===== config.mk =====
export PLATFORM = sky130hd
export DESIGN_NAME = source_token_lexer_core
export DESIGN_NICKNAME = d
export VERILOG_FILES = /design/src/rtl/stl_pkg.sv /design/src/rtl/stl_step.sv /design/src/rtl/stl_res_fifo.sv /design/src/rtl/source_token_lexer_core.sv
export SDC_FILE = /design/constraint.sdc
export NUM_CORES = 1
export LEC_CHECK = 0
export BUFFER_PORTS_ARGS = -buffer_cell sky130_fd_sc_hd__buf_2
export CAP_MARGIN = 20
export CELL_PAD_IN_SITES_DETAIL_PLACEMENT = 0
export CELL_PAD_IN_SITES_GLOBAL_PLACEMENT = 1
export CORE_AREA = 2 2 161 163
export CTS_CLUSTER_DIAMETER = 40
export DETAILED_ROUTE_END_ITERATION = 7
export DIE_AREA = 0 0 163 165
export GPL_TIMING_DRIVEN = 0
export HOLD_SLACK_MARGIN = 0.02
export PLACE_DENSITY_LB_ADDON = 0.1
export SYNTH_ARGS = -nofsm -noshare
export SYNTH_HDL_FRONTEND = slang
export SYNTH_SLANG_ARGS = --single-unit

===== constraint.sdc =====
create_clock -name clk_i -period 6.4 [get_ports clk_i]
set_input_delay 0.64 -clock clk_i [delete_from_list [all_inputs] [get_ports clk_i]]
set_output_delay 0.64 -clock clk_i [all_outputs]
set_load 0.03 [all_outputs]

===== src/rtl/stl_pkg.sv =====
// Package: types, codes, character constants and helpers of the source token lexer.
`default_nettype none
package stl_pkg;

  // Result queue geometry
  localparam int unsigned ResDepth = 4;
  localparam int unsigned ResPtrW  = $clog2(ResDepth);
  localparam int unsigned ResCntW  = $clog2(ResDepth + 1);

  // Lexer modes
  typedef enum logic [2:0] {
    ModeIdle  = 3'd0,
    ModeNum   = 3'd1,
    ModeWord  = 3'd2,
    ModeStr   = 3'd3,
    ModeEsc   = 3'd4,
    ModeOct   = 3'd5,
    ModeDot   = 3'd6,
    ModePunct = 3'd7
  } mode_e;

  // Token classes
  typedef enum logic [3:0] {
    ClsInt   = 4'd0,
    ClsFlt   = 4'd1,
    ClsExp   = 4'd2,
    ClsWord  = 4'd3,
    ClsHex   = 4'd4,
    ClsSq    = 4'd5,
    ClsDq    = 4'd6,
    ClsEof   = 4'd7,
    ClsOther = 4'd8
  } cls_e;

  // Characters
  localparam logic [7:0] ChTab    = 8'h09;
  localparam logic [7:0] ChNl     = 8'h0A;
  localparam logic [7:0] ChCr     = 8'h0D;
  localparam logic [7:0] ChSpace  = 8'h20;
  localparam logic [7:0] ChDquote = 8'h22;
  localparam logic [7:0] ChSquote = 8'h27;
  localparam logic [7:0] ChLpar   = 8'h28;
  localparam logic [7:0] ChRpar   = 8'h29;
  localparam logic [7:0] ChPlus   = 8'h2B;
  localparam logic [7:0] ChMinus  = 8'h2D;
  localparam logic [7:0] ChDot    = 8'h2E;
  localparam logic [7:0] ChZero   = 8'h30;
  localparam logic [7:0] ChSeven  = 8'h37;
  localparam logic [7:0] ChNine   = 8'h39;
  localparam logic [7:0] ChSemi   = 8'h3B;
  localparam logic [7:0] ChUpA    = 8'h41;
  localparam logic [7:0] ChUpE    = 8'h45;
  localparam logic [7:0] ChUpF    = 8'h46;
  localparam logic [7:0] ChUpZ    = 8'h5A;
  localparam logic [7:0] ChLbrk   = 8'h5B;
  localparam logic [7:0] ChBslash = 8'h5C;
  localparam logic [7:0] ChRbrk   = 8'h5D;
  localparam logic [7:0] ChUscore = 8'h5F;
  localparam logic [7:0] ChLoA    = 8'h61;
  localparam logic [7:0] ChLoB    = 8'h62;
  localparam logic [7:0] ChLoE    = 8'h65;
  localparam logic [7:0] ChLoF    = 8'h66;
  localparam logic [7:0] ChLoN    = 8'h6E;
  localparam logic [7:0] ChLoR    = 8'h72;
  localparam logic [7:0] ChLoT    = 8'h74;
  localparam logic [7:0] ChLoV    = 8'h76;
  localparam logic [7:0] ChLoX    = 8'h78;
  localparam logic [7:0] ChLoZ    = 8'h7A;
  localparam logic [7:0] ChLbrace = 8'h7B;
  localparam logic [7:0] ChRbrace = 8'h7D;
  localparam logic [7:0] ChDel    = 8'h7F;

  // Decoded escape bytes
  localparam logic [7:0] ChBs = 8'h08;
  localparam logic [7:0] ChVt = 8'h0B;
  localparam logic [7:0] ChFf = 8'h0C;

  localparam logic [31:0] LineMax = 32'hFFFF_FFFF;

  typedef struct packed {
    logic [7:0] ch;
    logic       end_of_input;
  } in_item_t;

  typedef struct packed {
    logic        has_byte;
    logic [7:0]  token_byte;
    logic        token_end;
    logic [3:0]  token_class;
    logic [31:0] line_number;
  } out_item_t;

  // Results of one input transaction
  typedef struct packed {
    logic [1:0]           cnt;
    out_item_t [1:0]      r;
  } res_buf_t;

  function automatic logic is_digit(logic [7:0] c);
    return (c >= ChZero) && (c <= ChNine);
  endfunction

  function automatic logic is_alpha(logic [7:0] c);
    return ((c >= ChLoA) && (c <= ChLoZ)) || ((c >= ChUpA) && (c <= ChUpZ));
  endfunction

  function automatic logic is_alnum(logic [7:0] c);
    return is_digit(c) || is_alpha(c);
  endfunction

  function automatic logic is_xdigit(logic [7:0] c);
    return is_digit(c) || ((c >= ChLoA) && (c <= ChLoF)) || ((c >= ChUpA) && (c <= ChUpF));
  endfunction

  function automatic logic is_octal(logic [7:0] c);
    return (c >= ChZero) && (c <= ChSeven);
  endfunction

  function automatic logic is_space(logic [7:0] c);
    return (c == ChSpace) || ((c >= ChTab) && (c <= ChCr));
  endfunction

  function automatic logic is_punct(logic [7:0] c);
    return (c > ChSpace) && (c < ChDel) && !is_alnum(c);
  endfunction

  function automatic logic is_single(logic [7:0] c);
    return (c == ChLpar) || (c == ChRpar) || (c == ChLbrace) || (c == ChRbrace) ||
           (c == ChLbrk) || (c == ChRbrk) || (c == ChSemi);
  endfunction

  // Append a token byte; drop it if both slots are taken
  function automatic res_buf_t push_byte(res_buf_t b, logic [7:0] v, cls_e cls);
    res_buf_t o;
    o = b;
    if (b.cnt < 2'd2) begin
      o.r[b.cnt[0]].has_byte    = 1'b1;
      o.r[b.cnt[0]].token_byte  = v;
      o.r[b.cnt[0]].token_end   = 1'b0;
      o.r[b.cnt[0]].token_class = cls;
      o.r[b.cnt[0]].line_number = '0;
      o.cnt                     = b.cnt + 2'd1;
    end
    return o;
  endfunction

  // Close a token: merge into a pending byte result, or append a bare end
  function automatic res_buf_t push_end(res_buf_t b, cls_e cls);
    res_buf_t   o;
    logic       last;
    o    = b;
    last = 1'(b.cnt - 2'd1);
    if ((b.cnt != 2'd0) && b.r[last].has_byte && !b.r[last].token_end) begin
      o.r[last].token_end   = 1'b1;
      o.r[last].token_class = cls;
    end else if (b.cnt < 2'd2) begin
      o.r[b.cnt[0]].has_byte    = 1'b0;
      o.r[b.cnt[0]].token_byte  = '0;
      o.r[b.cnt[0]].token_end   = 1'b1;
      o.r[b.cnt[0]].token_class = cls;
      o.r[b.cnt[0]].line_number = '0;
      o.cnt                     = b.cnt + 2'd1;
    end
    return o;
  endfunction

endpackage
`default_nettype wire


===== src/rtl/stl_step.sv =====
// Lexer state registers and the per-byte next-state and result logic.
`default_nettype none
module stl_step (
  input  wire logic              clk_i,
  input  wire logic              rst_ni,
  input  wire logic              fire_i,
  input  wire stl_pkg::in_item_t in_data_i,
  output stl_pkg::res_buf_t      res_o
);

  stl_pkg::mode_e mode_q, mode_d;
  stl_pkg::cls_e  cls_q, cls_d;
  logic           sign_q, sign_d;
  logic           olz_q, olz_d;
  logic           quote_q, quote_d;
  logic [8:0]     oct_q, oct_d;
  logic [1:0]     octn_q, octn_d;
  logic [31:0]    line_q, line_d;

  logic [7:0]        c;
  logic              eof;
  logic              run_idle;
  logic              run_str;
  logic              count_nl;
  logic              take;
  logic              keep_sign;
  logic [8:0]        oct_nx;
  logic [1:0]        octn_nx;
  logic [7:0]        quote_ch;
  stl_pkg::res_buf_t b;

  assign c   = in_data_i.ch;
  assign eof = in_data_i.end_of_input;

  always_comb begin
    mode_d    = mode_q;
    cls_d     = cls_q;
    sign_d    = sign_q;
    olz_d     = olz_q;
    quote_d   = quote_q;
    oct_d     = oct_q;
    octn_d    = octn_q;
    b         = '0;
    run_idle  = 1'b0;
    run_str   = 1'b0;
    count_nl  = 1'b0;
    take      = 1'b0;
    keep_sign = 1'b0;
    oct_nx    = {oct_q[5:0], c[2:0]};
    octn_nx   = octn_q + 2'd1;
    quote_ch  = stl_pkg::ChSquote;

    case (mode_q)
      stl_pkg::ModeNum: begin
        if (!eof) begin
          take = 1'b1;
          if (stl_pkg::is_digit(c)) begin
          end else if (stl_pkg::is_alpha(c)) begin
            if (stl_pkg::is_xdigit(c) && (cls_d == stl_pkg::ClsHex)) begin
            end else if ((c == stl_pkg::ChLoX) && (cls_d == stl_pkg::ClsInt) && olz_q) begin
              cls_d = stl_pkg::ClsHex;
            end else if (((c == stl_pkg::ChLoE) || (c == stl_pkg::ChUpE)) &&
                         ((cls_d == stl_pkg::ClsInt) || (cls_d == stl_pkg::ClsFlt))) begin
              cls_d     = stl_pkg::ClsExp;
              keep_sign = 1'b1;
            end else begin
              cls_d = stl_pkg::ClsWord;
            end
          end else if (c == stl_pkg::ChUscore) begin
            cls_d = stl_pkg::ClsWord;
          end else if ((c == stl_pkg::ChDot) && (cls_d == stl_pkg::ClsInt)) begin
            cls_d = stl_pkg::ClsFlt;
          end else if (((c == stl_pkg::ChMinus) || (c == stl_pkg::ChPlus)) && sign_q) begin
          end else begin
            take = 1'b0;
          end
        end
        if (take) begin
          olz_d  = 1'b0;
          sign_d = keep_sign;
          b      = stl_pkg::push_byte(b, c, cls_d);
        end else begin
          b        = stl_pkg::push_end(b, cls_d);
          mode_d   = stl_pkg::ModeIdle;
          run_idle = 1'b1;
        end
      end
      stl_pkg::ModeWord: begin
        if (!eof && (stl_pkg::is_alnum(c) || (c == stl_pkg::ChUscore))) begin
          b = stl_pkg::push_byte(b, c, cls_d);
        end else begin
          b        = stl_pkg::push_end(b, cls_d);
          mode_d   = stl_pkg::ModeIdle;
          run_idle = 1'b1;
        end
      end
      stl_pkg::ModeStr: begin
        run_str = 1'b1;
      end
      stl_pkg::ModeEsc: begin
        if (eof) begin
          b        = stl_pkg::push_end(b, cls_d);
          mode_d   = stl_pkg::ModeIdle;
          run_idle = 1'b1;
        end else begin
          mode_d = stl_pkg::ModeStr;
          if (stl_pkg::is_octal(c)) begin
            oct_d  = {6'd0, c[2:0]};
            octn_d = 2'd1;
            mode_d = stl_pkg::ModeOct;
          end else begin
            case (c)
              stl_pkg::ChLoB: b = stl_pkg::push_byte(b, stl_pkg::ChBs, cls_d);
              stl_pkg::ChLoF: b = stl_pkg::push_byte(b, stl_pkg::ChFf, cls_d);
              stl_pkg::ChLoN: b = stl_pkg::push_byte(b, stl_pkg::ChNl, cls_d);
              stl_pkg::ChLoR: b = stl_pkg::push_byte(b, stl_pkg::ChCr, cls_d);
              stl_pkg::ChLoT: b = stl_pkg::push_byte(b, stl_pkg::ChTab, cls_d);
              stl_pkg::ChLoV: b = stl_pkg::push_byte(b, stl_pkg::ChVt, cls_d);
              default:        b = stl_pkg::push_byte(b, c, cls_d);
            endcase
          end
        end
      end
      stl_pkg::ModeOct: begin
        if (!eof && stl_pkg::is_octal(c)) begin
          oct_d = oct_nx;
          if (octn_nx == 2'd3) begin
            b      = stl_pkg::push_byte(b, oct_nx[7:0], cls_d);
            mode_d = stl_pkg::ModeStr;
            octn_d = 2'd0;
          end else begin
            octn_d = octn_nx;
          end
        end else begin
          // flush the pending value, then treat the byte as string text
          b       = stl_pkg::push_byte(b, oct_q[7:0], cls_d);
          mode_d  = stl_pkg::ModeStr;
          octn_d  = 2'd0;
          run_str = 1'b1;
        end
      end
      stl_pkg::ModeDot: begin
        if (!eof && stl_pkg::is_digit(c)) begin
          cls_d  = stl_pkg::ClsFlt;
          sign_d = 1'b0;
          olz_d  = 1'b0;
          mode_d = stl_pkg::ModeNum;
          b      = stl_pkg::push_byte(b, c, cls_d);
        end else begin
          b        = stl_pkg::push_end(b, cls_d);
          mode_d   = stl_pkg::ModeIdle;
          run_idle = 1'b1;
        end
      end
      stl_pkg::ModePunct: begin
        if (!eof && stl_pkg::is_punct(c) && (c != stl_pkg::ChUscore) &&
            !stl_pkg::is_single(c) && (c != stl_pkg::ChDquote) &&
            (c != stl_pkg::ChSquote)) begin
          b = stl_pkg::push_byte(b, c, cls_d);
        end else begin
          b        = stl_pkg::push_end(b, cls_d);
          mode_d   = stl_pkg::ModeIdle;
          run_idle = 1'b1;
        end
      end
      default: begin
        mode_d   = stl_pkg::ModeIdle;
        run_idle = 1'b1;
      end
    endcase

    // String body: end of input, closing quote, raw newline, escape or text
    if (run_str) begin
      quote_ch = quote_d ? stl_pkg::ChDquote : stl_pkg::ChSquote;
      if (eof) begin
        b        = stl_pkg::push_end(b, cls_d);
        mode_d   = stl_pkg::ModeIdle;
        run_idle = 1'b1;
      end else if ((c == quote_ch) || (c == stl_pkg::ChNl)) begin
        b        = stl_pkg::push_end(b, cls_d);
        mode_d   = stl_pkg::ModeIdle;
        count_nl = (c == stl_pkg::ChNl);
      end else if (c == stl_pkg::ChBslash) begin
        mode_d = stl_pkg::ModeEsc;
      end else begin
        b = stl_pkg::push_byte(b, c, cls_d);
      end
    end

    // Between tokens: skip blanks, close the input, or start the next token with this byte
    if (run_idle) begin
      if (eof) begin
        cls_d = stl_pkg::ClsEof;
        b     = stl_pkg::push_end(b, stl_pkg::ClsEof);
      end else if (stl_pkg::is_space(c)) begin
        count_nl = (c == stl_pkg::ChNl);
      end else if (stl_pkg::is_digit(c)) begin
        cls_d  = stl_pkg::ClsInt;
        olz_d  = (c == stl_pkg::ChZero);
        sign_d = 1'b0;
        mode_d = stl_pkg::ModeNum;
        b      = stl_pkg::push_byte(b, c, cls_d);
      end else if (stl_pkg::is_alpha(c) || (c == stl_pkg::ChUscore)) begin
        cls_d  = stl_pkg::ClsWord;
        mode_d = stl_pkg::ModeWord;
        b      = stl_pkg::push_byte(b, c, cls_d);
      end else if ((c == stl_pkg::ChSquote) || (c == stl_pkg::ChDquote)) begin
        quote_d = (c == stl_pkg::ChDquote);
        cls_d   = quote_d ? stl_pkg::ClsDq : stl_pkg::ClsSq;
        mode_d  = stl_pkg::ModeStr;
      end else if (stl_pkg::is_single(c)) begin
        cls_d = stl_pkg::ClsOther;
        b     = stl_pkg::push_byte(b, c, cls_d);
        b     = stl_pkg::push_end(b, stl_pkg::ClsOther);
      end else begin
        cls_d  = stl_pkg::ClsOther;
        mode_d = (c == stl_pkg::ChDot) ? stl_pkg::ModeDot : stl_pkg::ModePunct;
        b      = stl_pkg::push_byte(b, c, cls_d);
      end
    end

    // Saturating line count
    line_d = (count_nl && (line_q != stl_pkg::LineMax)) ? line_q + 32'd1 : line_q;

    b.r[0].line_number = line_d;
    b.r[1].line_number = line_d;
    res_o              = b;
  end

  always_ff @(posedge clk_i or negedge rst_ni) begin
    if (!rst_ni) begin
      mode_q  <= stl_pkg::ModeIdle;
      cls_q   <= stl_pkg::ClsInt;
      sign_q  <= 1'b0;
      olz_q   <= 1'b0;
      quote_q <= 1'b0;
      oct_q   <= '0;
      octn_q  <= '0;
      line_q  <= 32'd1;
    end else if (fire_i) begin
      mode_q  <= mode_d;
      cls_q   <= cls_d;
      sign_q  <= sign_d;
      olz_q   <= olz_d;
      quote_q <= quote_d;
      oct_q   <= oct_d;
      octn_q  <= octn_d;
      line_q  <= line_d;
    end
  end

  // Inside a string the class is one of the two string classes
  a_str_class: assert property (@(posedge clk_i) disable iff (!rst_ni)
    ((mode_q == stl_pkg::ModeStr) || (mode_q == stl_pkg::ModeEsc) ||
     (mode_q == stl_pkg::ModeOct)) |->
    ((cls_q == stl_pkg::ClsSq) || (cls_q == stl_pkg::ClsDq)))
    else $error("string mode with non-string class");

  // An open octal escape holds one or two digits
  a_oct_digits: assert property (@(posedge clk_i) disable iff (!rst_ni)
    (mode_q == stl_pkg::ModeOct) |-> ((octn_q == 2'd1) || (octn_q == 2'd2)))
    else $error("octal escape digit count out of range");

  // Line count never goes backward
  a_line_mono: assert property (@(posedge clk_i) disable iff (!rst_ni)
    1'b1 |=> (line_q >= $past(line_q)))
    else $error("line count decreased");

endmodule
`default_nettype wire


===== src/rtl/stl_res_fifo.sv =====
// Result queue: takes up to two results per cycle while it has room for two, delivers one per transaction.
`default_nettype none
module stl_res_fifo (
  input  wire logic               clk_i,
  input  wire logic               rst_ni,
  input  wire logic               push_en_i,
  input  wire stl_pkg::res_buf_t  push_i,
  output logic                    room_o,
  output logic                    out_valid_o,
  input  wire logic               out_ready_i,
  output stl_pkg::out_item_t      out_data_o
);

  stl_pkg::out_item_t                mem_q [stl_pkg::ResDepth];
  logic [stl_pkg::ResPtrW-1:0]       wr_q, wr_d;
  logic [stl_pkg::ResPtrW-1:0]       rd_q, rd_d;
  logic [stl_pkg::ResCntW-1:0]       cnt_q, cnt_d;
  logic [1:0]                        pc;
  logic                              pop;
  logic [stl_pkg::ResPtrW-1:0]       wr_nx;

  assign pc          = push_en_i ? push_i.cnt : 2'd0;
  assign out_valid_o = (cnt_q != '0);
  assign pop         = out_valid_o && out_ready_i;
  assign out_data_o  = mem_q[rd_q];
  // room for a worst-case transaction of two results
  assign room_o      = (cnt_q <= stl_pkg::ResCntW'(stl_pkg::ResDepth - 2));
  assign wr_nx       = wr_q + stl_pkg::ResPtrW'(1);

  assign wr_d  = wr_q + stl_pkg::ResPtrW'(pc);
  assign rd_d  = rd_q + stl_pkg::ResPtrW'(pop);
  assign cnt_d = cnt_q + stl_pkg::ResCntW'(pc) - stl_pkg::ResCntW'(pop);

  always_ff @(posedge clk_i or negedge rst_ni) begin
    if (!rst_ni) begin
      wr_q  <= '0;
      rd_q  <= '0;
      cnt_q <= '0;
    end else begin
      wr_q  <= wr_d;
      rd_q  <= rd_d;
      cnt_q <= cnt_d;
    end
  end

  always_ff @(posedge clk_i) begin
    if (pc != 2'd0) begin
      mem_q[wr_q] <= push_i.r[0];
    end
    if (pc == 2'd2) begin
      mem_q[wr_nx] <= push_i.r[1];
    end
  end

  a_cnt_range: assert property (@(posedge clk_i) disable iff (!rst_ni)
    cnt_q <= stl_pkg::ResCntW'(stl_pkg::ResDepth))
    else $error("result queue count out of range");

  a_no_overflow: assert property (@(posedge clk_i) disable iff (!rst_ni)
    (pc != 2'd0) |-> room_o)
    else $error("result pushed without room");

  a_cnt_track: assert property (@(posedge clk_i) disable iff (!rst_ni)
    1'b1 |=> (cnt_q == ($past(cnt_q) + stl_pkg::ResCntW'($past(pc)) -
                        stl_pkg::ResCntW'($past(pop)))))
    else $error("result queue count lost track");

endmodule
`default_nettype wire


===== src/rtl/source_token_lexer_core.sv =====
// Top level of the source token lexer: lexer step logic and result queue.
//
//  channel | direction | handshake                    | payload
//  --------+-----------+------------------------------+---------------------------
//  input   | in        | in_valid_i / in_ready_o      | in_data_i  (stl_pkg::in_item_t)
//  output  | out       | out_valid_o / out_ready_i    | out_data_o (stl_pkg::out_item_t)
//
// One input byte per cycle while in_ready_o is high: the lexer state updates in the
// cycle the byte is taken. Each byte yields zero, one or two results into a four-entry
// result queue; the output side drains one result per cycle while out_ready_i is high.
// in_ready_o drops while fewer than two queue entries are free.
// Reset clears the lexer state (line count to one) and empties the queue.
`default_nettype none
module source_token_lexer_core (
  input  wire logic               clk_i,
  input  wire logic               rst_ni,
  input  wire logic               in_valid_i,
  output logic                    in_ready_o,
  input  wire stl_pkg::in_item_t  in_data_i,
  output logic                    out_valid_o,
  input  wire logic               out_ready_i,
  output stl_pkg::out_item_t      out_data_o
);

  logic              fire;
  logic              room;
  stl_pkg::res_buf_t res;

  assign in_ready_o = room;
  assign fire       = in_valid_i && room;

  stl_step u_step (
    .clk_i     (clk_i),
    .rst_ni    (rst_ni),
    .fire_i    (fire),
    .in_data_i (in_data_i),
    .res_o     (res)
  );

  stl_res_fifo u_fifo (
    .clk_i       (clk_i),
    .rst_ni      (rst_ni),
    .push_en_i   (fire),
    .push_i      (res),
    .room_o      (room),
    .out_valid_o (out_valid_o),
    .out_ready_i (out_ready_i),
    .out_data_o  (out_data_o)
  );

endmodule
`default_nettype wire

==> results of run 1 <==
-- synth_stat cells, drive strengths merged (6+ instances only) --
cell type    n  area share (%)
clkbuf      46             1.4
mux2        10            0.89
nor3        36             1.4
buf         18            0.94
and3         6            0.30
o22ai        8            0.39
o21ai       40             1.6
o211ai       7            0.41
o31ai        8            0.47
a31oi       12            0.59
xor2        52             3.6
edfxtp     184              43
ha          10            0.98
nor4        16            0.79
a21o         6            0.35
nand2      102             3.0
a21oi       40             1.6
nand4       18            0.89
mux4        46             8.2
inv         30            0.89
nor2        77             2.3
nand2b       7            0.34
dfrtp       58              11
mux2i       52             4.1
nor4b        6            0.94
xnor2       16             1.1
nor2b       10            0.49
nand3       38             1.5
and2        14            0.69
-- worst max-delay path, stage by stage --
cell and delay (ns):
clkbuf_1 0.29, nand4bb_1 0.14, clkbuf_1 0.22, or2_2 0.33
clkbuf_1 0.26, and2_1 0.26, nor2_1 0.34, a21oi_1 0.14
ha_1 0.38, nor2_1 0.07, a21oi_1 0.32, inv_1 0.08
ha_1 0.30, or3_1 0.40, a31oi_1 0.20, nor4_1 0.09
a21boi_2 0.14, buf_4 0.16, nor4b_4 0.35, buf_6 0.24
a21o_2 0.40, buf_12 0.29
-- metrics by stage --
step | cell area [µm²] | hold WS (ns) | setup WS (ns) | utilization (%) | power, mW
after floorplan | 12710 | 0.3444 | -0.3698 | - | 4.310
after global placement | 13420 | 0.4667 | -3.483 | 53.58 | 5.142
after detailed placement | 13600 | 0.4724 | -0.7460 | 54.33 | 5.240
after CTS | 14780 | 0.2588 | 0.01789 | 59.04 | 7.139
after global routing | 14830 | 0.2780 | 0.1492 | 59.22 | 7.450
final | 14830 | 0.2247 | 0.5087 | 59.22 | 7.123
-- power breakdown --
| part | switching [mW] | internal, mW |
|---|---|---|
| logic | 1.92 | 1.03 |
| clock network | 0.708 | 1.17 |
| registers | 0.111 | 2.18 |
| total | 2.74 | 4.38 |
-- registers in the layout, indices dropped and copies added (netlist names) --
register and flops:
u_step.octn_q 2, u_fifo.wr_q 2, u_step.cls_q 4, u_step.line_q 32, u_fifo.mem_q 184, u_step.olz_q 1, u_fifo.rd_q 2, u_step.oct_q 8
u_step.quote_q 1, u_fifo.cnt_q 3, u_step.sign_q 1, u_step.mode_q 3
-- final cells by class --
| type | count | share of cell area [%] |
|---|---|---|
| sequential | 243 | 47.24 |
| multi-input combinational | 705 | 35.95 |
| clock buffer | 41 | 6.271 |
| timing repair buffer | 73 | 3.443 |
| tap | 330 | 2.785 |
| buffer | 64 | 1.966 |
| clock inverter | 24 | 1.587 |
| inverter | 30 | 0.7596 |
-- worst max path at each step --
stage                                          endpoint  depth (start not counted)          from
after floorplan            u_fifo.mem_q[1][0]$_DFFE_PP_                         19  in_data_i[6]
after global placement    u_fifo.mem_q[1][12]$_DFFE_PP_                         17  in_data_i[1]
after detailed placement  u_fifo.mem_q[0][10]$_DFFE_PP_                         20  in_data_i[6]
after CTS                 u_fifo.mem_q[0][22]$_DFFE_PP_                         21  in_data_i[6]
after global routing      u_fifo.mem_q[1][22]$_DFFE_PP_                         21  in_data_i[6]
final                      u_fifo.mem_q[0][5]$_DFFE_PP_                         22  in_data_i[6]
-- routing by layer --
metal | up-vias | GRT usage (%)
met5 | - | 0
met4 | 0 | 6.476
met3 | 45 | 4.947
met2 | 331 | 39.10
met1 | 4540 | 39.22
li1 | 4171 | -
-- kinds of logic after synthesis --
| group | Yosys count | share of synthesized area (%) |
|---|---|---|
| DFF | 243 | 55.11 |
| xor gates and xnor gates | 68 | 4.687 |
| muxes | 108 | 13.14 |
| buffers and inverters | 94 | 3.180 |
| AOI/OAI and AO/OA | 166 | 8.724 |
| and+or+nand+nor | 352 | 14.02 |
| adders and majority gates | 11 | 1.142 |
-- repair_timing --
action,in CTS,in global routing
pin swaps,0,1
gates cloned,0,0
resized for setup,2,0
setup endpoints to repair,67,135
setup buffers,0,6
==> metrics.cfg, run 1 <==
[clock_tree]
clockBufferDepth = 3
numCtsBuffers = 36
cts_tree = built
htreeDepth = 2
cts_num_sinks = 243
insertion_delay_ns = 0.52
cts_root_buf = clkbuf_16
clk_pin_slew_worst_paths_ns = 0.05
cts_hold_buf = 0

[synthesis]
ys_types = 76
syn_inst = 1042
ys_warn_count = 0
synth_seq_cells = 243
synth-seq-area-share_pct = 55.11
synth_nets = 1066
async_reset_ff_share_pct = 24.28
synth_area_um2 = 12710
synth_enable_flop_cells = 184
synth-main-ff-cell = edfxtp_1
postSynthAreaPerCell_um2 = 12.19

[detailed_routing]
first_iter_violations = 848
first_pass_iters = 5
wl_met2_mm = 15.01
routed-wl-met3_mm = 2.467
viasPerCell = 6.018
post_drt_wl_per_cell_um = 22.56
wl_met1_mm = 15.94
vias = 9087
dr.max_layer_used = met4
wl_mm = 34.07
ant_nets = 0
remaining_drc_errors = 0

[layout]
fin_cells = 1510
multi_input_area_um2 = 5330
seq_area_um2 = 7003
syn_to_final_growth_pct = 16.67
diodes = 0
fin_nets = 1177
final_cell_mix = 184 x edfxtp_1, 102 x nand2_1, 75 x nor2_1
drive_above_1_share_pct = 17.97
fill_cells = 2009
mostFrequentLayoutCell = edfxtp_1

[setup_path]
reg2reg_depth = 20
r2r_slack_ns = 0.96
cp.required_ns = 6.59
path_max_fanout = 34
r2r_end = u_fifo.mem_q[0][5]$_DFFE_PP_
critPathKind = input pin to flop
start_kind = input pin
r2r_start = u_step.mode_q[2]$_DFFE_PN0P_
crit_arrival_ns = 6.08
end_kind = flop

[timing]
worst_pin_slew_ns = 1.156
clock_skew_ns = 0.02547
fin_crit_ns = 5.891
hold_viol_final = 0
slew_headroom_pct = 22.32
setup_viol = 0
drv_slew = 0
period_share_pct = 92.05
fmax_mhz = 169.7
rsz0062_at_grt = false
setup_tns_ns = 0

[global_routing]
grt_overflow = 0
grt_pass1_wl_mm = 52.56
grt_pass1_vias = 8839
antenna_found_initial = 0
grt_use_total_pct = 26.04
grt_max_degree = 60

[power]
cellLeakagePower_nw = 5.480
power.density_nw_per_um2 = 480.4
irDropWorstVdd_v = 0.0003171

[place]
gp_congestion = 0.9302
portBuffers = 59
dp.cells = 1439
dp_hpwl_mm = 24.18

[run]
maxCapViolCount = 0

[die]
die_y_um = 165
start_util_pct = 50.75
pin_count = 61
core_um2 = 25040
dieArea_um2 = 26900
die_width_um = 163
rows = 58

[run_status]
status = finished, final reports clean

[worst_hold_path]
hold_path_class = input pin to asynchronous set/reset pin

Note: power is estimated with default switching activity, not from simulation.
==> run 2: changes to the inputs <==
- RECOVER_POWER: not set -> 50
- SKIP_CTS_REPAIR_TIMING: not set -> 1
==> run 2 against run 1 <==
  * Highest routed layer unchanged
  * Worst hold slack gained 0.26 ns
  * Clock power is essentially flat
  * Largest cell class unchanged
  * Worst setup slack got worse by 0.075 ns
  * The flow now finishes with violations (max-capacitance violations, max-slew violations)
==> metrics.cfg, run 2 (synthesis results as in run 1) <==
[run_status]
status = finished with violations
violations = max-capacitance violations, max-slew violations

[setup_path]
end_kind = flop
path_max_fanout = 34
cpPeakStageDelay_ns = 1.16
start_kind = input pin
cp.required_ns = 6.59
crit_slowest_cell = a2111oi_0
crit_chain = clkbuf_1 > nor4b_2 > nand4b_1 > o211ai_1 > nor2_1 > a2111oi_0 > a21oi_1 > and4_1 > a211o_1 > buf_6 > nor4b_4 > buf_6 > a21o_2 > buf_12
cpMostUsedCell = buf_6
crit_arrival_ns = 6.16
reg2reg_depth = 13
critPathKind = input pin to flop
r2r_slack_ns = 0.89

[detailed_routing]
viasPerCell = 6.038
post_drt_wl_per_cell_um = 22.51
first_pass_iters = 5
first_iter_violations = 913
ant_nets = 0
vias = 9117
remaining_drc_errors = 0
wl_mm = 33.99

[layout]
fin_util_pct = 58.73
mostFrequentLayoutCell = edfxtp_1
top_regs = u_fifo.mem_q: 184 flops, u_step.line_q: 32 flops, u_step.oct_q: 8 flops
fin_cells = 1510
final_cell_mix = 184 x edfxtp_1, 102 x nand2_1, 99 x clkbuf_1
largest_reg_flops = 184
syn_to_final_growth_pct = 15.71
largest-register = u_fifo.mem_q
final_cell_area_um2 = 14700
drive_above_1_share_pct = 13.90
diodes = 0
fin_nets = 1177

[timing]
worst_pin_slew_ns = 3.619
hold_viol_final = 0
layout_setup_ws_ns = 0.4337
fin_crit_ns = 5.966
setup_tns_ns = 0
slew_headroom_pct = -141.2
rsz0062_at_grt = false
clock_skew_ns = 0.02587
setup_viol = 0
drv_slew = 60
fmax_mhz = 167.6
fin_worst_hold_slack_ns = 0.4838
period_share_pct = 93.22

[global_routing]
grt_pass1_wl_mm = 52.54
grt_overflow = 0
antenna_found_initial = 0
grt_pass1_vias = 8835
grt_use_total_pct = 26.04
grt_max_degree = 60

[clock_tree]
insertion_delay_ns = 0.51
cts_num_sinks = 243
cts_root_buf = clkbuf_16
numCtsBuffers = 36
htreeDepth = 2
cts_tree = built
clockBufferDepth = 3
clk_pin_slew_worst_paths_ns = 0.06

[power]
cellLeakagePower_nw = 5.335
power.density_nw_per_um2 = 477.7
p_total_mw = 7.024
irDropWorstVdd_v = 0.0003101

[worst_hold_path]
whs_path_depth = 2
hold_path_class = flop to flop

[die]
die_y_um = 165
dieArea_um2 = 26900
pin_count = 61
core_um2 = 25040
die_width_um = 163
rows = 58
start_util_pct = 50.75

[place]
gp_congestion = 0.9302
portBuffers = 59
dpl_cell_area_um2 = 13600
dp_hpwl_mm = 24.18
place_ws_ns = -0.7460
dp.cells = 1439

[run]
maxCapViolCount = 1

[run 2: layer usage]
layer | up-vias | routed length [µm] | part of all wire, % | GRT usage (%)
met5 | - | 0 | 0 | 0
met4 | 0 | 750 | 2.2 | 6.476
met3 | 58 | 2466 | 7.3 | 4.947
met2 | 344 | 14890 | 44 | 39.10
met1 | 4546 | 15890 | 47 | 39.21
li1 | 4169 | - | - | -
[run 2: area by class of cell]
type,count,area [µm²]
plain buffers,64,291.5
repair buffers,73,419.2
fillers,2045,10330
clock inverters,24,235.2
flip-flops and latches,243,7003
clock buffers,41,929.6
inverters,30,112.6
multi-input cells,705,5299
well taps,330,412.9
[run 2: where the power goes]
part           leakage (nW)  internal (mW)  total [mW]  switching, mW
registers              2.47           2.18        2.29          0.112
logic                  2.30          0.943        2.86           1.91
clock network         0.567           1.17        1.88          0.705
total                  5.33           4.29        7.02           2.73
[run 2: path summary, 6_finish.rpt]
| kind | from | endpoint |
|---|---|---|
| worst max-delay path | in_data_i[6] | u_fifo.mem_q[0][8]$_DFFE_PP_ |
| max in group asynchronous | rst_ni | u_step.line_q[18]$_DFFE_PN0P_ |
| worst max register to register | u_step.cls_q[1]$_DFFE_PN0P_ | u_fifo.mem_q[0][8]$_DFFE_PP_ |
| worst min register to register | u_step.oct_q[7]$_DFFE_PN0P_ | u_step.oct_q[7]$_DFFE_PN0P_ |
| worst min-delay path | u_step.oct_q[7]$_DFFE_PN0P_ | u_step.oct_q[7]$_DFFE_PN0P_ |
| min in group asynchronous | rst_ni | u_fifo.rd_q[0]$_DFF_PN0_ |
[run 2: worst max-delay path: cells and delay by family]
kind,cells,cell delay [ns]
and+or+nand+nor,5,1.78
AOI/OAI and AO/OA,5,2.70
buffers and inverters,4,0.99
==> run 3: changes to the inputs <==
- CELL_PAD_IN_SITES_DETAIL_PLACEMENT: 0 -> 1
- clock period: 6.4 -> 6.6 ns (I/O delays scaled with it)
==> run 3 against run 2 <==
  * First-iteration DRC count shrank 7.7%
  * The flow still finishes with violations (max-capacitance violations, max-slew violations)
  * Die area did not move
  * Routed wire length grew 13%
  * Critical endpoint is now u_fifo.mem_q[1][11]$_DFFE_PP_
==> metrics.cfg, run 3 (synthesis results as in run 1) <==
[run_status]
status = finished with violations
violations = max-capacitance violations, max-slew violations

[timing]
fmax_mhz = 159.0
period_share_pct = 95.28
fin_crit_ns = 6.289
drv_slew = 60
worst_pin_slew_ns = 3.818
clock_skew_ns = 0.02050
setup_viol = 0
slew_headroom_pct = -154.6
rsz0062_at_grt = false
hold_viol_final = 0

[global_routing]
gr-usage-met1_pct = 41.12
grt_pass1_wl_mm = 58.68
use_met3_pct = 4.797
met2_usage_pct = 46.67
grt_use_total_pct = 29.22
grt.busiest_layer = met2
grt_pass1_vias = 9686
grt_max_degree = 60
grt_overflow = 0
antenna_found_initial = 0

[die]
die_width_um = 163
dieArea_um2 = 26900
pin_count = 61
rows = 58
die_y_um = 165
start_util_pct = 50.75
core_um2 = 25040

[detailed_routing]
wl_mm = 38.49
viasPerCell = 6.229
first_pass_iters = 5
first_iter_violations = 843
remaining_drc_errors = 0
vias = 9419
ant_nets = 0
post_drt_wl_per_cell_um = 25.45

[layout]
drive_above_1_share_pct = 14.72
top_regs = u_fifo.mem_q: 184 flops, u_step.line_q: 32 flops, u_step.oct_q: 8 flops
fin_util_pct = 59.10
mostFrequentLayoutCell = edfxtp_1
largest_reg_flops = 184
largest-register = u_fifo.mem_q
syn_to_final_growth_pct = 16.43
fin_nets = 1180
fill_cells = 2546
final_cell_mix = 184 x edfxtp_1, 102 x nand2_1, 99 x clkbuf_1
diodes = 0
fin_cells = 1512

[setup_path]
end_kind = flop
r2r_end = u_fifo.mem_q[1][11]$_DFFE_PP_
reg2reg_depth = 18
crit_chain = clkbuf_1 > nor4b_2 > o211a_1 > a211oi_4 > nand3_1 > o211ai_1 > nor2_1 > ha_1 > nand2_1 > a21oi_1 > inv_1 > ha_1 > or3_1 > a31oi_1 > nor4_1 > a21boi_2 > mux2_2 > nor2_4 > buf_12
start_kind = input pin
crit_slowest_cell = nor4b_2
cpPeakStageDelay_ns = 0.83
cp.required_ns = 6.81
r2r_slack_ns = 0.84
path_max_fanout = 27
critPathKind = input pin to flop
cpMostUsedCell = ha_1
crit_arrival_ns = 6.49
r2r_start = u_step.mode_q[2]$_DFFE_PN0P_

[clock_tree]
htreeDepth = 2
clockBufferDepth = 3
cts_num_sinks = 243
insertion_delay_ns = 0.52
cts_root_buf = clkbuf_16
cts_tree = built
numCtsBuffers = 36
clk_pin_slew_worst_paths_ns = 0.05

[place]
gp_congestion = 0.9302
dp.cells = 1439
dp_hpwl_mm = 26.89
portBuffers = 59

[run]
maxCapViolCount = 1

[worst_hold_path]
hold_path_end = u_step.oct_q[7]$_DFFE_PN0P_
hold_path_class = flop to flop
hp-start = u_step.oct_q[7]$_DFFE_PN0P_
whs_path_depth = 2

[power]
irDropWorstVdd_v = 0.0002941
power.density_nw_per_um2 = 477.4
cellLeakagePower_nw = 5.368

[run 3: cell count changes in the layout (fill, tap and decap cells not counted)]
cell,delta
bufinv_16,+3
clkinvlp_4,+5
clkbuf_8,-1
inv_8,-1
clkinv_2,+3
clkinv_4,-2
clkinv_1,-8
clkbuf_4,+1
buf_4,+2
[run 3: layout make-up]
class                      instances  area (µm²)  share of cell area [%]
buffer                            64       291.5                   1.970
clock buffer                      40       915.9                   6.190
clock inverter                    24       319.1                   2.156
inverter                          30       112.6                  0.7611
multi-input combinational        705        5299                   35.81
sequential                       243        7003                   47.33
tap                              330       412.9                   2.791
timing repair buffer              76       441.7                   2.985
[run 3: layer usage]
metal / vias to the layer above / wire length (µm)
li1: 4167 / -
met1: 4797 / 17060
met2: 374 / 17800
met3: 81 / 2674
met4: 0 / 950
met5: - / 0
[run 3: how the worst max path moves through the flow]
stage / slack, ns / startpoint / end
final: 0.31 / in_data_i[6] / u_fifo.mem_q[1][11]$_DFFE_PP_
after detailed placement: -0.71 / in_data_i[6] / u_fifo.mem_q[0][10]$_DFFE_PP_
after CTS: -0.18 / in_data_i[6] / u_fifo.mem_q[0][45]$_DFFE_PP_
after floorplan: -0.19 / in_data_i[6] / u_fifo.mem_q[1][0]$_DFFE_PP_
after global routing: 0.04 / in_data_i[6] / u_fifo.mem_q[0][45]$_DFFE_PP_
after global placement: -3.30 / in_data_i[1] / u_fifo.mem_q[1][12]$_DFFE_PP_
[run 3: stage by stage]
stage	area (µm²)	setup slack, ns	hold WS [ns]	power, mW	setup TNS (ns)
final	14800	0.3113	0.4840	7.063	0
after global placement	13420	-3.303	0.4667	4.986	-474.46
after detailed placement	13600	-0.7063	0.4785	5.153	-73.86
after floorplan	12710	-0.1898	0.3644	4.180	-17.46
after global routing	14800	0.03937	0.5193	7.357	0
after CTS	14840	-0.1833	0.2788	7.152	-8.362
[run 3: critical path: cells and delay by family]
kind            cells  cell delay (ns)
mux                 1             0.44
buf+inv             3             0.68
compound gates      6             1.75
simple gates        7             2.44
fa+ha+maj           2             0.48
[run 3: power breakdown]
part / internal (mW) / switching, mW
registers: 2.11 / 0.125
logic: 0.920 / 1.93
clock network: 1.25 / 0.724
